### src/design/slt_pkg.sv
// ----------------------------------------------------------------------------
// slt_pkg: shared definitions for the stage latency tracker
// Default sizes, event codes, segment codes and sequencer states.
// ----------------------------------------------------------------------------
package slt_pkg;

  localparam int unsigned TABLE_DEPTH_DEF = 16;
  localparam int unsigned TIME_WIDTH_DEF  = 48;

  localparam int unsigned CAP_W = 5;
  localparam logic [CAP_W-1:0] CAP_RESET = 5'd16;

  localparam logic [2:0] FUNC_CAPTURE  = 3'd0;
  localparam logic [2:0] FUNC_ESTIMATE = 3'd1;
  localparam logic [2:0] FUNC_CONTROL  = 3'd2;
  localparam logic [2:0] FUNC_ACTUATE  = 3'd3;
  localparam logic [2:0] FUNC_CLEAR    = 3'd4;

  localparam logic [1:0] SEG_CAP_EST = 2'd0;
  localparam logic [1:0] SEG_EST_CTL = 2'd1;
  localparam logic [1:0] SEG_CTL_ACT = 2'd2;
  localparam logic [1:0] SEG_CAP_ACT = 2'd3;

  localparam logic [2:0] SEEN_ALL = 3'b111;

  typedef enum logic [2:0] {
    ST_IDLE,
    ST_SCAN,
    ST_DRAIN,
    ST_DECIDE,
    ST_CHECK,
    ST_EVICT,
    ST_DELTA,
    ST_STAT
  } state_e;

endpackage

### src/design/stage_latency_tracker.sv
// ----------------------------------------------------------------------------
// A capture, estimate or control request stays busy for a walk over every
// table slot, plus a further walk for each entry evicted to meet the capacity.
// An actuate request also walks the table and, when it completes a frame,
// then reports its four segment results in turn. Clear never raises busy.
// The slot walk goes through the single read port of the table memories.
// Reset empties the table, stats and count and sets the capacity to 16.
// ----------------------------------------------------------------------------
// stage_latency_tracker: per-frame stage latency statistics
// Tracks in-flight frames in a table walked by a small sequencer and reports
// per-segment deltas with running min, max, saturating sum and count.
// ----------------------------------------------------------------------------
module stage_latency_tracker import slt_pkg::*; #(
  parameter int unsigned TABLE_DEPTH = TABLE_DEPTH_DEF,
  parameter int unsigned TIME_WIDTH  = TIME_WIDTH_DEF
) (
  input  logic                         clk_i,
  input  logic                         rst_ni,
  input  logic                         start,
  output logic                         busy,
  input  logic [2:0]                   func_i,
  input  logic [31:0]                  frame_id_i,
  input  logic [TIME_WIDTH-1:0]        timestamp_i,
  input  logic                         cfg_valid_i,
  output logic                         cfg_ready_o,
  input  logic [CAP_W-1:0]             cfg_data_i,
  output logic                         result_valid_o,
  output logic [1:0]                   segment_o,
  output logic [31:0]                  done_frame_o,
  output logic signed [TIME_WIDTH-1:0] delta_o,
  output logic signed [TIME_WIDTH-1:0] seg_min_o,
  output logic signed [TIME_WIDTH-1:0] seg_max_o,
  output logic signed [63:0]           seg_sum_o,
  output logic [31:0]                  done_count_o,
  output logic                         last_o
);

  localparam int unsigned IDXW = $clog2(TABLE_DEPTH);
  localparam int unsigned CNTW = $clog2(TABLE_DEPTH + 1);
  localparam int unsigned CMPW = (CNTW > CAP_W) ? CNTW : CAP_W;
  localparam logic [IDXW-1:0] LAST_IDX = IDXW'(TABLE_DEPTH - 1);
  localparam logic signed [TIME_WIDTH-1:0] DMAX = {1'b0, {(TIME_WIDTH-1){1'b1}}};
  localparam logic signed [TIME_WIDTH-1:0] DMIN = {1'b1, {(TIME_WIDTH-1){1'b0}}};
  localparam logic signed [63:0] SUM_MAX = {1'b0, {63{1'b1}}};
  localparam logic signed [63:0] SUM_MIN = {1'b1, {63{1'b0}}};

  state_e state_q, state_d;

  logic [CAP_W-1:0]      cap_q;
  logic [2:0]            func_q;
  logic [31:0]           id_q;
  logic [TIME_WIDTH-1:0] ts_q;
  logic                  prune_q;

  logic [IDXW-1:0]       scan_idx_q;
  logic                  rd_vld_q;
  logic [IDXW-1:0]       rd_idx_q;

  logic [31:0]           key_mem [TABLE_DEPTH];
  logic [2:0]            seen_mem [TABLE_DEPTH];
  logic [TIME_WIDTH-1:0] cap_mem [TABLE_DEPTH];
  logic [TIME_WIDTH-1:0] est_mem [TABLE_DEPTH];
  logic [TIME_WIDTH-1:0] ctl_mem [TABLE_DEPTH];

  logic [31:0]           key_rd_q;
  logic [2:0]            seen_rd_q;
  logic [TIME_WIDTH-1:0] cap_rd_q, est_rd_q, ctl_rd_q;

  logic                  match_q, free_q, min_q;
  logic [IDXW-1:0]       match_idx_q, free_idx_q, min_idx_q;
  logic [31:0]           min_key_q;
  logic [2:0]            match_seen_q;
  logic [TIME_WIDTH-1:0] match_cap_q, match_est_q, match_ctl_q;

  logic [TABLE_DEPTH-1:0] used_q;
  logic [CNTW-1:0]        count_q;

  logic signed [63:0]           stat_sum_q [4];
  logic signed [TIME_WIDTH-1:0] stat_min_q [4];
  logic signed [TIME_WIDTH-1:0] stat_max_q [4];
  logic [31:0]                  total_q;
  logic                         first_q;
  logic [1:0]                   seg_q;
  logic signed [TIME_WIDTH-1:0] delta_q;

  logic                  accept, do_clear, scan_clr, over_cap;
  logic                  wr_en, set_used, clr_used, stat_start, stat_upd;
  logic [IDXW-1:0]       wr_addr, clr_idx;
  logic [2:0]            wr_seen, stage_bit;

  logic                  cmp_used, cmp_hit, cmp_free, cmp_min;

  logic [TIME_WIDTH-1:0] later, earlier;
  logic [TIME_WIDTH:0]   diff;
  logic signed [TIME_WIDTH-1:0] delta_sat;

  logic signed [63:0]           dext, sum_add, sum_new;
  logic signed [TIME_WIDTH-1:0] min_new, max_new;

  assign accept      = start && !busy;
  assign busy        = (state_q != ST_IDLE);
  assign cfg_ready_o = 1'b1;
  assign do_clear    = accept && (func_i == FUNC_CLEAR);
  assign over_cap    = CMPW'(count_q) > CMPW'(cap_q);
  assign stage_bit   = 3'b001 << func_q[1:0];

  // Next state.
  always_comb begin
    state_d = state_q;
    case (state_q)
      ST_IDLE: begin
        if (accept && (func_i inside {FUNC_CAPTURE, FUNC_ESTIMATE, FUNC_CONTROL,
                                      FUNC_ACTUATE})) begin
          state_d = ST_SCAN;
        end
      end
      ST_SCAN: begin
        if (scan_idx_q == LAST_IDX) begin
          state_d = ST_DRAIN;
        end
      end
      ST_DRAIN:  state_d = prune_q ? ST_EVICT : ST_DECIDE;
      ST_DECIDE: begin
        if (func_q == FUNC_ACTUATE) begin
          state_d = (match_q && (match_seen_q == SEEN_ALL)) ? ST_DELTA : ST_IDLE;
        end else begin
          state_d = ST_CHECK;
        end
      end
      ST_CHECK:  state_d = over_cap ? ST_SCAN : ST_IDLE;
      ST_EVICT:  state_d = ST_CHECK;
      ST_DELTA:  state_d = ST_STAT;
      ST_STAT:   state_d = (seg_q == SEG_CAP_ACT) ? ST_IDLE : ST_DELTA;
      default:   state_d = ST_IDLE;
    endcase
  end

  // Sequencer actions.
  always_comb begin
    scan_clr   = 1'b0;
    wr_en      = 1'b0;
    wr_addr    = match_idx_q;
    wr_seen    = stage_bit;
    set_used   = 1'b0;
    clr_used   = 1'b0;
    clr_idx    = match_idx_q;
    stat_start = 1'b0;
    stat_upd   = 1'b0;
    case (state_q)
      ST_IDLE: begin
        scan_clr = accept;
      end
      ST_DECIDE: begin
        if (func_q == FUNC_ACTUATE) begin
          if (match_q) begin
            clr_used   = 1'b1;
            stat_start = (match_seen_q == SEEN_ALL);
          end
        end else if (match_q) begin
          wr_en   = 1'b1;
          wr_seen = match_seen_q | stage_bit;
        end else if (free_q) begin
          wr_en    = 1'b1;
          wr_addr  = free_idx_q;
          set_used = 1'b1;
        end else if (id_q >= min_key_q) begin
          wr_en   = 1'b1;
          wr_addr = min_idx_q;
        end
      end
      ST_CHECK: begin
        scan_clr = over_cap;
      end
      ST_EVICT: begin
        clr_used = 1'b1;
        clr_idx  = min_idx_q;
      end
      ST_STAT: begin
        stat_upd = 1'b1;
      end
      default: begin
        scan_clr = 1'b0;
      end
    endcase
  end

  // Slot compare on the registered read data.
  assign cmp_used = used_q[rd_idx_q];
  assign cmp_hit  = rd_vld_q && cmp_used && (key_rd_q == id_q);
  assign cmp_free = rd_vld_q && !cmp_used && !free_q;
  assign cmp_min  = rd_vld_q && cmp_used && (!min_q || (key_rd_q < min_key_q));

  // Shared subtractor with saturation to the signed time range.
  always_comb begin
    case (seg_q)
      SEG_CAP_EST: begin later = match_est_q; earlier = match_cap_q; end
      SEG_EST_CTL: begin later = match_ctl_q; earlier = match_est_q; end
      SEG_CTL_ACT: begin later = ts_q;        earlier = match_ctl_q; end
      default:     begin later = ts_q;        earlier = match_cap_q; end
    endcase
    diff = {1'b0, later} - {1'b0, earlier};
    if (diff[TIME_WIDTH] != diff[TIME_WIDTH-1]) begin
      delta_sat = diff[TIME_WIDTH] ? DMIN : DMAX;
    end else begin
      delta_sat = diff[TIME_WIDTH-1:0];
    end
  end

  // Statistics update for the current segment.
  always_comb begin
    dext    = 64'(delta_q);
    sum_add = stat_sum_q[seg_q] + dext;
    if (first_q) begin
      sum_new = dext;
      min_new = delta_q;
      max_new = delta_q;
    end else begin
      if ((stat_sum_q[seg_q][63] == dext[63]) && (sum_add[63] != dext[63])) begin
        sum_new = dext[63] ? SUM_MIN : SUM_MAX;
      end else begin
        sum_new = sum_add;
      end
      min_new = (delta_q < stat_min_q[seg_q]) ? delta_q : stat_min_q[seg_q];
      max_new = (delta_q > stat_max_q[seg_q]) ? delta_q : stat_max_q[seg_q];
    end
  end

  // Control state.
  always_ff @(posedge clk_i or negedge rst_ni) begin
    if (!rst_ni) begin
      state_q        <= ST_IDLE;
      cap_q          <= CAP_RESET;
      prune_q        <= 1'b0;
      scan_idx_q     <= '0;
      rd_vld_q       <= 1'b0;
      match_q        <= 1'b0;
      free_q         <= 1'b0;
      min_q          <= 1'b0;
      used_q         <= '0;
      count_q        <= '0;
      total_q        <= '0;
      first_q        <= 1'b0;
      seg_q          <= SEG_CAP_EST;
      result_valid_o <= 1'b0;
      for (int k = 0; k < 4; k++) begin
        stat_sum_q[k] <= '0;
        stat_min_q[k] <= '0;
        stat_max_q[k] <= '0;
      end
    end else begin
      state_q        <= state_d;
      rd_vld_q       <= (state_q == ST_SCAN);
      result_valid_o <= stat_upd;
      if (cfg_valid_i && cfg_ready_o) begin
        cap_q <= cfg_data_i;
      end
      if (accept) begin
        prune_q <= 1'b0;
      end else if (state_q == ST_CHECK) begin
        prune_q <= 1'b1;
      end
      if (scan_clr) begin
        scan_idx_q <= '0;
        match_q    <= 1'b0;
        free_q     <= 1'b0;
        min_q      <= 1'b0;
      end else begin
        if (state_q == ST_SCAN) begin
          scan_idx_q <= scan_idx_q + 1'b1;
        end
        if (cmp_hit)  match_q <= 1'b1;
        if (cmp_free) free_q  <= 1'b1;
        if (cmp_min)  min_q   <= 1'b1;
      end
      if (do_clear) begin
        used_q  <= '0;
        count_q <= '0;
        total_q <= '0;
        for (int k = 0; k < 4; k++) begin
          stat_sum_q[k] <= '0;
          stat_min_q[k] <= '0;
          stat_max_q[k] <= '0;
        end
      end else begin
        if (set_used) begin
          used_q[wr_addr] <= 1'b1;
          count_q         <= count_q + 1'b1;
        end
        if (clr_used) begin
          used_q[clr_idx] <= 1'b0;
          count_q         <= count_q - 1'b1;
        end
        if (stat_start) begin
          first_q <= (total_q == '0);
          seg_q   <= SEG_CAP_EST;
          if (total_q != '1) begin
            total_q <= total_q + 1'b1;
          end
        end
        if (stat_upd) begin
          stat_sum_q[seg_q] <= sum_new;
          stat_min_q[seg_q] <= min_new;
          stat_max_q[seg_q] <= max_new;
          seg_q             <= seg_q + 2'd1;
        end
      end
    end
  end

  // Payload registers.
  always_ff @(posedge clk_i) begin
    if (accept) begin
      func_q <= func_i;
      id_q   <= frame_id_i;
      ts_q   <= timestamp_i;
    end
    rd_idx_q <= scan_idx_q;
    if (cmp_hit) begin
      match_idx_q  <= rd_idx_q;
      match_seen_q <= seen_rd_q;
      match_cap_q  <= cap_rd_q;
      match_est_q  <= est_rd_q;
      match_ctl_q  <= ctl_rd_q;
    end
    if (cmp_free) begin
      free_idx_q <= rd_idx_q;
    end
    if (cmp_min) begin
      min_idx_q <= rd_idx_q;
      min_key_q <= key_rd_q;
    end
    if (state_q == ST_DELTA) begin
      delta_q <= delta_sat;
    end
    if (stat_upd) begin
      segment_o    <= seg_q;
      done_frame_o <= id_q;
      delta_o      <= delta_q;
      seg_min_o    <= min_new;
      seg_max_o    <= max_new;
      seg_sum_o    <= sum_new;
      done_count_o <= total_q;
      last_o       <= (seg_q == SEG_CAP_ACT);
    end
  end

  // Table memories: one write and one registered read per cycle.
  always_ff @(posedge clk_i) begin
    if (wr_en) begin
      key_mem[wr_addr]  <= id_q;
      seen_mem[wr_addr] <= wr_seen;
      case (func_q)
        FUNC_CAPTURE:  cap_mem[wr_addr] <= ts_q;
        FUNC_ESTIMATE: est_mem[wr_addr] <= ts_q;
        default:       ctl_mem[wr_addr] <= ts_q;
      endcase
    end
  end

  always_ff @(posedge clk_i) begin
    key_rd_q  <= key_mem[scan_idx_q];
    seen_rd_q <= seen_mem[scan_idx_q];
    cap_rd_q  <= cap_mem[scan_idx_q];
    est_rd_q  <= est_mem[scan_idx_q];
    ctl_rd_q  <= ctl_mem[scan_idx_q];
  end

endmodule

### config.mk
export PLATFORM = sky130hd
export DESIGN_NAME = stage_latency_tracker
export DESIGN_NICKNAME = d
export VERILOG_FILES = /design/src/design/slt_pkg.sv /design/src/design/stage_latency_tracker.sv
export SDC_FILE = /design/constraint.sdc
export NUM_CORES = 2
export LEC_CHECK = 0
export BUFFER_PORTS_ARGS = -buffer_cell sky130_fd_sc_hd__buf_2
export CELL_PAD_IN_SITES_DETAIL_PLACEMENT = 1
export CELL_PAD_IN_SITES_GLOBAL_PLACEMENT = 2
export CORE_MARGIN = 10
export CORE_UTILIZATION = 30
export DETAILED_ROUTE_END_ITERATION = 16
export PLACE_DENSITY_LB_ADDON = 0.25
export SLEW_MARGIN = 20
export SYNTH_ARGS = -nofsm -noshare
export SYNTH_HDL_FRONTEND = slang
export SYNTH_SLANG_ARGS = --single-unit
### constraint.sdc
create_clock -name clk_i -period 17.3 [get_ports clk_i]
set_input_delay 0.865 -clock clk_i [delete_from_list [all_inputs] [get_ports clk_i]]
set_output_delay 0.865 -clock clk_i [all_outputs]
set_load 0.005 [all_outputs]
==> impl_metrics.json <==
{
  "antenna_found_initial": 33,
  "synth_common_cells": "edfxtp_1, mux4_2, dfrtp_1",
  "worstPathRequired_ps": 18140,
  "pwr_density_cell_nw_per_um2": 160,
  "cp_top_family": "compound AO/OA/AOI/OAI gates",
  "arrival_ps": 9730,
  "synth-edff-count": 3461,
  "p_int_w": 0.0226,
  "vdd.ir_drop.worst_v": 0.000107,
  "slew_headroom": 0.249,
  "fin_nets": 11005,
  "die_w_um": 784,
  "synthTopCellsByArea": "edfxtp_1, mux4_2, dfrtp_1",
  "finalSetupViolations": 0,
  "post-route-util": 0.352,
  "clk_latency_ps": 1070,
  "grt_pass1_vias": 105157,
  "die_h_um": 784,
  "drtAntennaViolNets": 0,
  "cp-end-kind": "flip-flop",
  "yosysSeqAreaShare": 0.717,
  "cp_max_fo": 35,
  "port_buffers": 368,
  "grt_pass1_wl_mm": 819,
  "yosysUniqueCellTypes": 86,
  "crit_path_frequent_cell": "o21ai_0",
  "status": "complete, no violations",
  "vias_per_cell": 5.20,
  "grt_usage": 0.184,
  "clk_path_buf_depth": 4,
  "start_util": 0.301,
  "grt_max_degree": 214,
  "coreArea_um2": 581000,
  "netlist_area_um2": 175000,
  "holdCritPathClass": "in -> reg",
  "pwr-share-clk": 0.320,
  "drt_wl_total_mm": 580,
  "worstMarginPinSlew_ps": 1130,
  "design.die.area_um2": 614000,
  "cts-root-buf": "clkbuf_16",
  "syn_inst": 9903,
  "p_leak_nw": 71.0,
  "fin_skew_ps": 124,
  "areaGrowthSynthToFinish_pct": 17.0,
  "switching_share": 0.310,
  "finalCriticalPeriod_ps": 8890,
  "via_count": 97924,
  "firstDrtPassIters": 6,
  "path_clk_slew_ps": 60,
  "yosys_most_used_dff": "edfxtp_1",
  "clock-sinks": 4358,
  "hold_viol": 0,
  "cts_tree": "done",
  "async_flop_share": 0.164,
  "drive_gt1_frac": 0.239,
  "syn_nets": 10283,
  "p_comb_frac": 0.266,
  "slowest_delay_ps": 780,
  "place_hpwl_mm": 351,
  "synth_warnings": 0,
  "wl_per_cell_um": 30.8,
  "grt-ovfl-total": 0,
  "cpMaxStageDelayCell": "dfrtp_4",
  "boundaryPins": 370,
  "syn-mean-instance-area_um2": 17.7,
  "critical_path_class": "reg -> reg",
  "max_cap_violations": 0,
  "drc": 0,
  "drtIter0Drc": 8493,
  "finalSetupTns_ps": 0,
  "cp_cell_sequence": "buf_4, buf_4, mux4_2, ha_1, o21ai_0, o21ai_0, nand4b_1, a21oi_1, o31ai_1, a311o_1, a2111oi_2, or2_2, a31o_2, fa_1, inv_1, a31o_2, nand2_1, nand2_1, nor2_1, a21oi_1, o21ai_0",
  "slew_viol_final": 0,
  "gp_congestion": 0.794,
  "cts_max_level": 5,
  "max_freq_mhz": 112,
  "synth_most_common_cell": "edfxtp_1",
  "path_buf_inv": 3,
  "synth_top_area_frac": 0.594,
  "yosysTopAreaCell": "edfxtp_1",
  "ys_ff_latch": 4358,
  "netSwitchingPower_w": 0.0101,
  "worst_setup_path_start_kind": "flip-flop",
  "fin_crit_sh": 0.514,
  "numCtsBuffers": 480,
  "seq_power_share": 0.414,
  "num_rows": 280,
  "rsz0062_at_grt": "false"
}
[kinds of logic (layout without fill, tap and decap cells)]
group           Yosys count  after routing  share of synthesized area
flops                  4358           4358                      0.717
mux                    1164           1164                      0.142
simple gates           1470           1470                     0.0385
buf+inv                 869           2017                     0.0190
xor+xnor                153            153                    0.00770
fa+ha+maj               293            293                     0.0211
compound gates         1595           1595                     0.0544
other cells               1             16                  0.0000214
[metrics by stage]
| stage | area (µm²) | total power (W) | std cells | hold WS, ps | worst slack (ps) |
|---|---|---|---|---|---|
| finish | 205000 | 0.0328 | 18821 | 129 | 8410 |
| global route | 205000 | 0.0344 | 18811 | 70.6 | 7630 |
| CTS | 205000 | 0.0331 | 18804 | 52.2 | 8110 |
| detailed placement | 188000 | 0.0225 | 17816 | 390 | 8130 |
| global placement | 188000 | 0.0222 | 17815 | 387 | 8050 |
| floorplan | 175000 | 0.0196 | 9903 | 364 | 5000 |
[layout by cell type, fill, tap and decap left out, types with 57 or more instances in the layout]
master and count:
a21oi_1 304, clkbuf_16 483, o21ai_1 57, a21o_1 98, mux2i_1 102, a22oi_1 101, buf_4 328, inv_1 316
dfxtp_1 183, ha_1 281, dlygate4sd3_1 80, dfrtp_1 706, clkinv_2 98, xor2_1 91, nand3_1 377, nor2_1 167
edfxtp_1 3461, a22o_1 69, nand2_1 573, o21ai_0 700, clkbuf_1 114, xnor2_1 61, buf_2 367, mux4_2 1060
[state kept, by name (all words and copies together) (netlist names), 64 cells and up]
signal	cells
seg_sum_o	64
cap_mem	768
stat_max_q	192
ctl_mem	768
key_mem	512
stat_sum_q	256
est_mem	768
stat_min_q	192
[worst paths after layout]
kind                                      start  cells past startpoint  slack [ps]                          end
setup / recovery           seg_q[0]$_DFFE_PN0P_                     21        8410   stat_sum_q[54]$_DFFE_PN0P_
hold / removal                  timestamp_i[47]                      1         130           ts_q[47]$_DFFE_PP_
setup reg to reg           seg_q[0]$_DFFE_PN0P_                     21        8410   stat_sum_q[54]$_DFFE_PN0P_
hold reg to reg             cap_rd_q[6]$_DFF_P_                      0         360     match_cap_q[6]$_DFFE_PP_
max in group asynchronous                rst_ni                      5       13660          first_q$_DFFE_PN0P_
min in group asynchronous                rst_ni                      2         540  stat_max_q[131]$_DFFE_PN0P_
[layout make-up]
cell class | count | area (µm²)
antenna | 15 | 37.5
clock buffer | 645 | 13200
clock inverter | 263 | 3030
fill | 57992 | 376000
inverter | 324 | 1230
multi-input combinational | 4676 | 46800
sequential | 4358 | 125000
tap | 7755 | 9700
timing repair buffer | 785 | 5300
[per-layer routing]
layer,up-vias,share of wire,GRT usage
li1,40775,-,-
met1,53703,0.44,0.254
met2,2688,0.48,0.305
met3,758,0.047,0.0231
met4,0,0.028,0.0482
met5,-,0,0
[power by group through the flow]
stage / registers, W / logic [W] / clock network (W)
6_report: 0.0136 / 0.00871 / 0.0105
5_1_grt: 0.0137 / 0.00956 / 0.0112
4_1_cts: 0.0136 / 0.00883 / 0.0107
3_5_place_dp: 0.0138 / 0.00878 / 0
3_3_place_gp: 0.0137 / 0.00852 / 0
2_1_floorplan: 0.0134 / 0.00620 / 0
[repair_timing]
item | in CTS | in global routing
buffers inserted | 0 | 0
setup endpoints to repair | 0 | 0
resized for setup | 0 | 0
hold buffers | 80 | 0
hold endpoints to repair | 167 | 0
(Power assumes the default switching activity.)
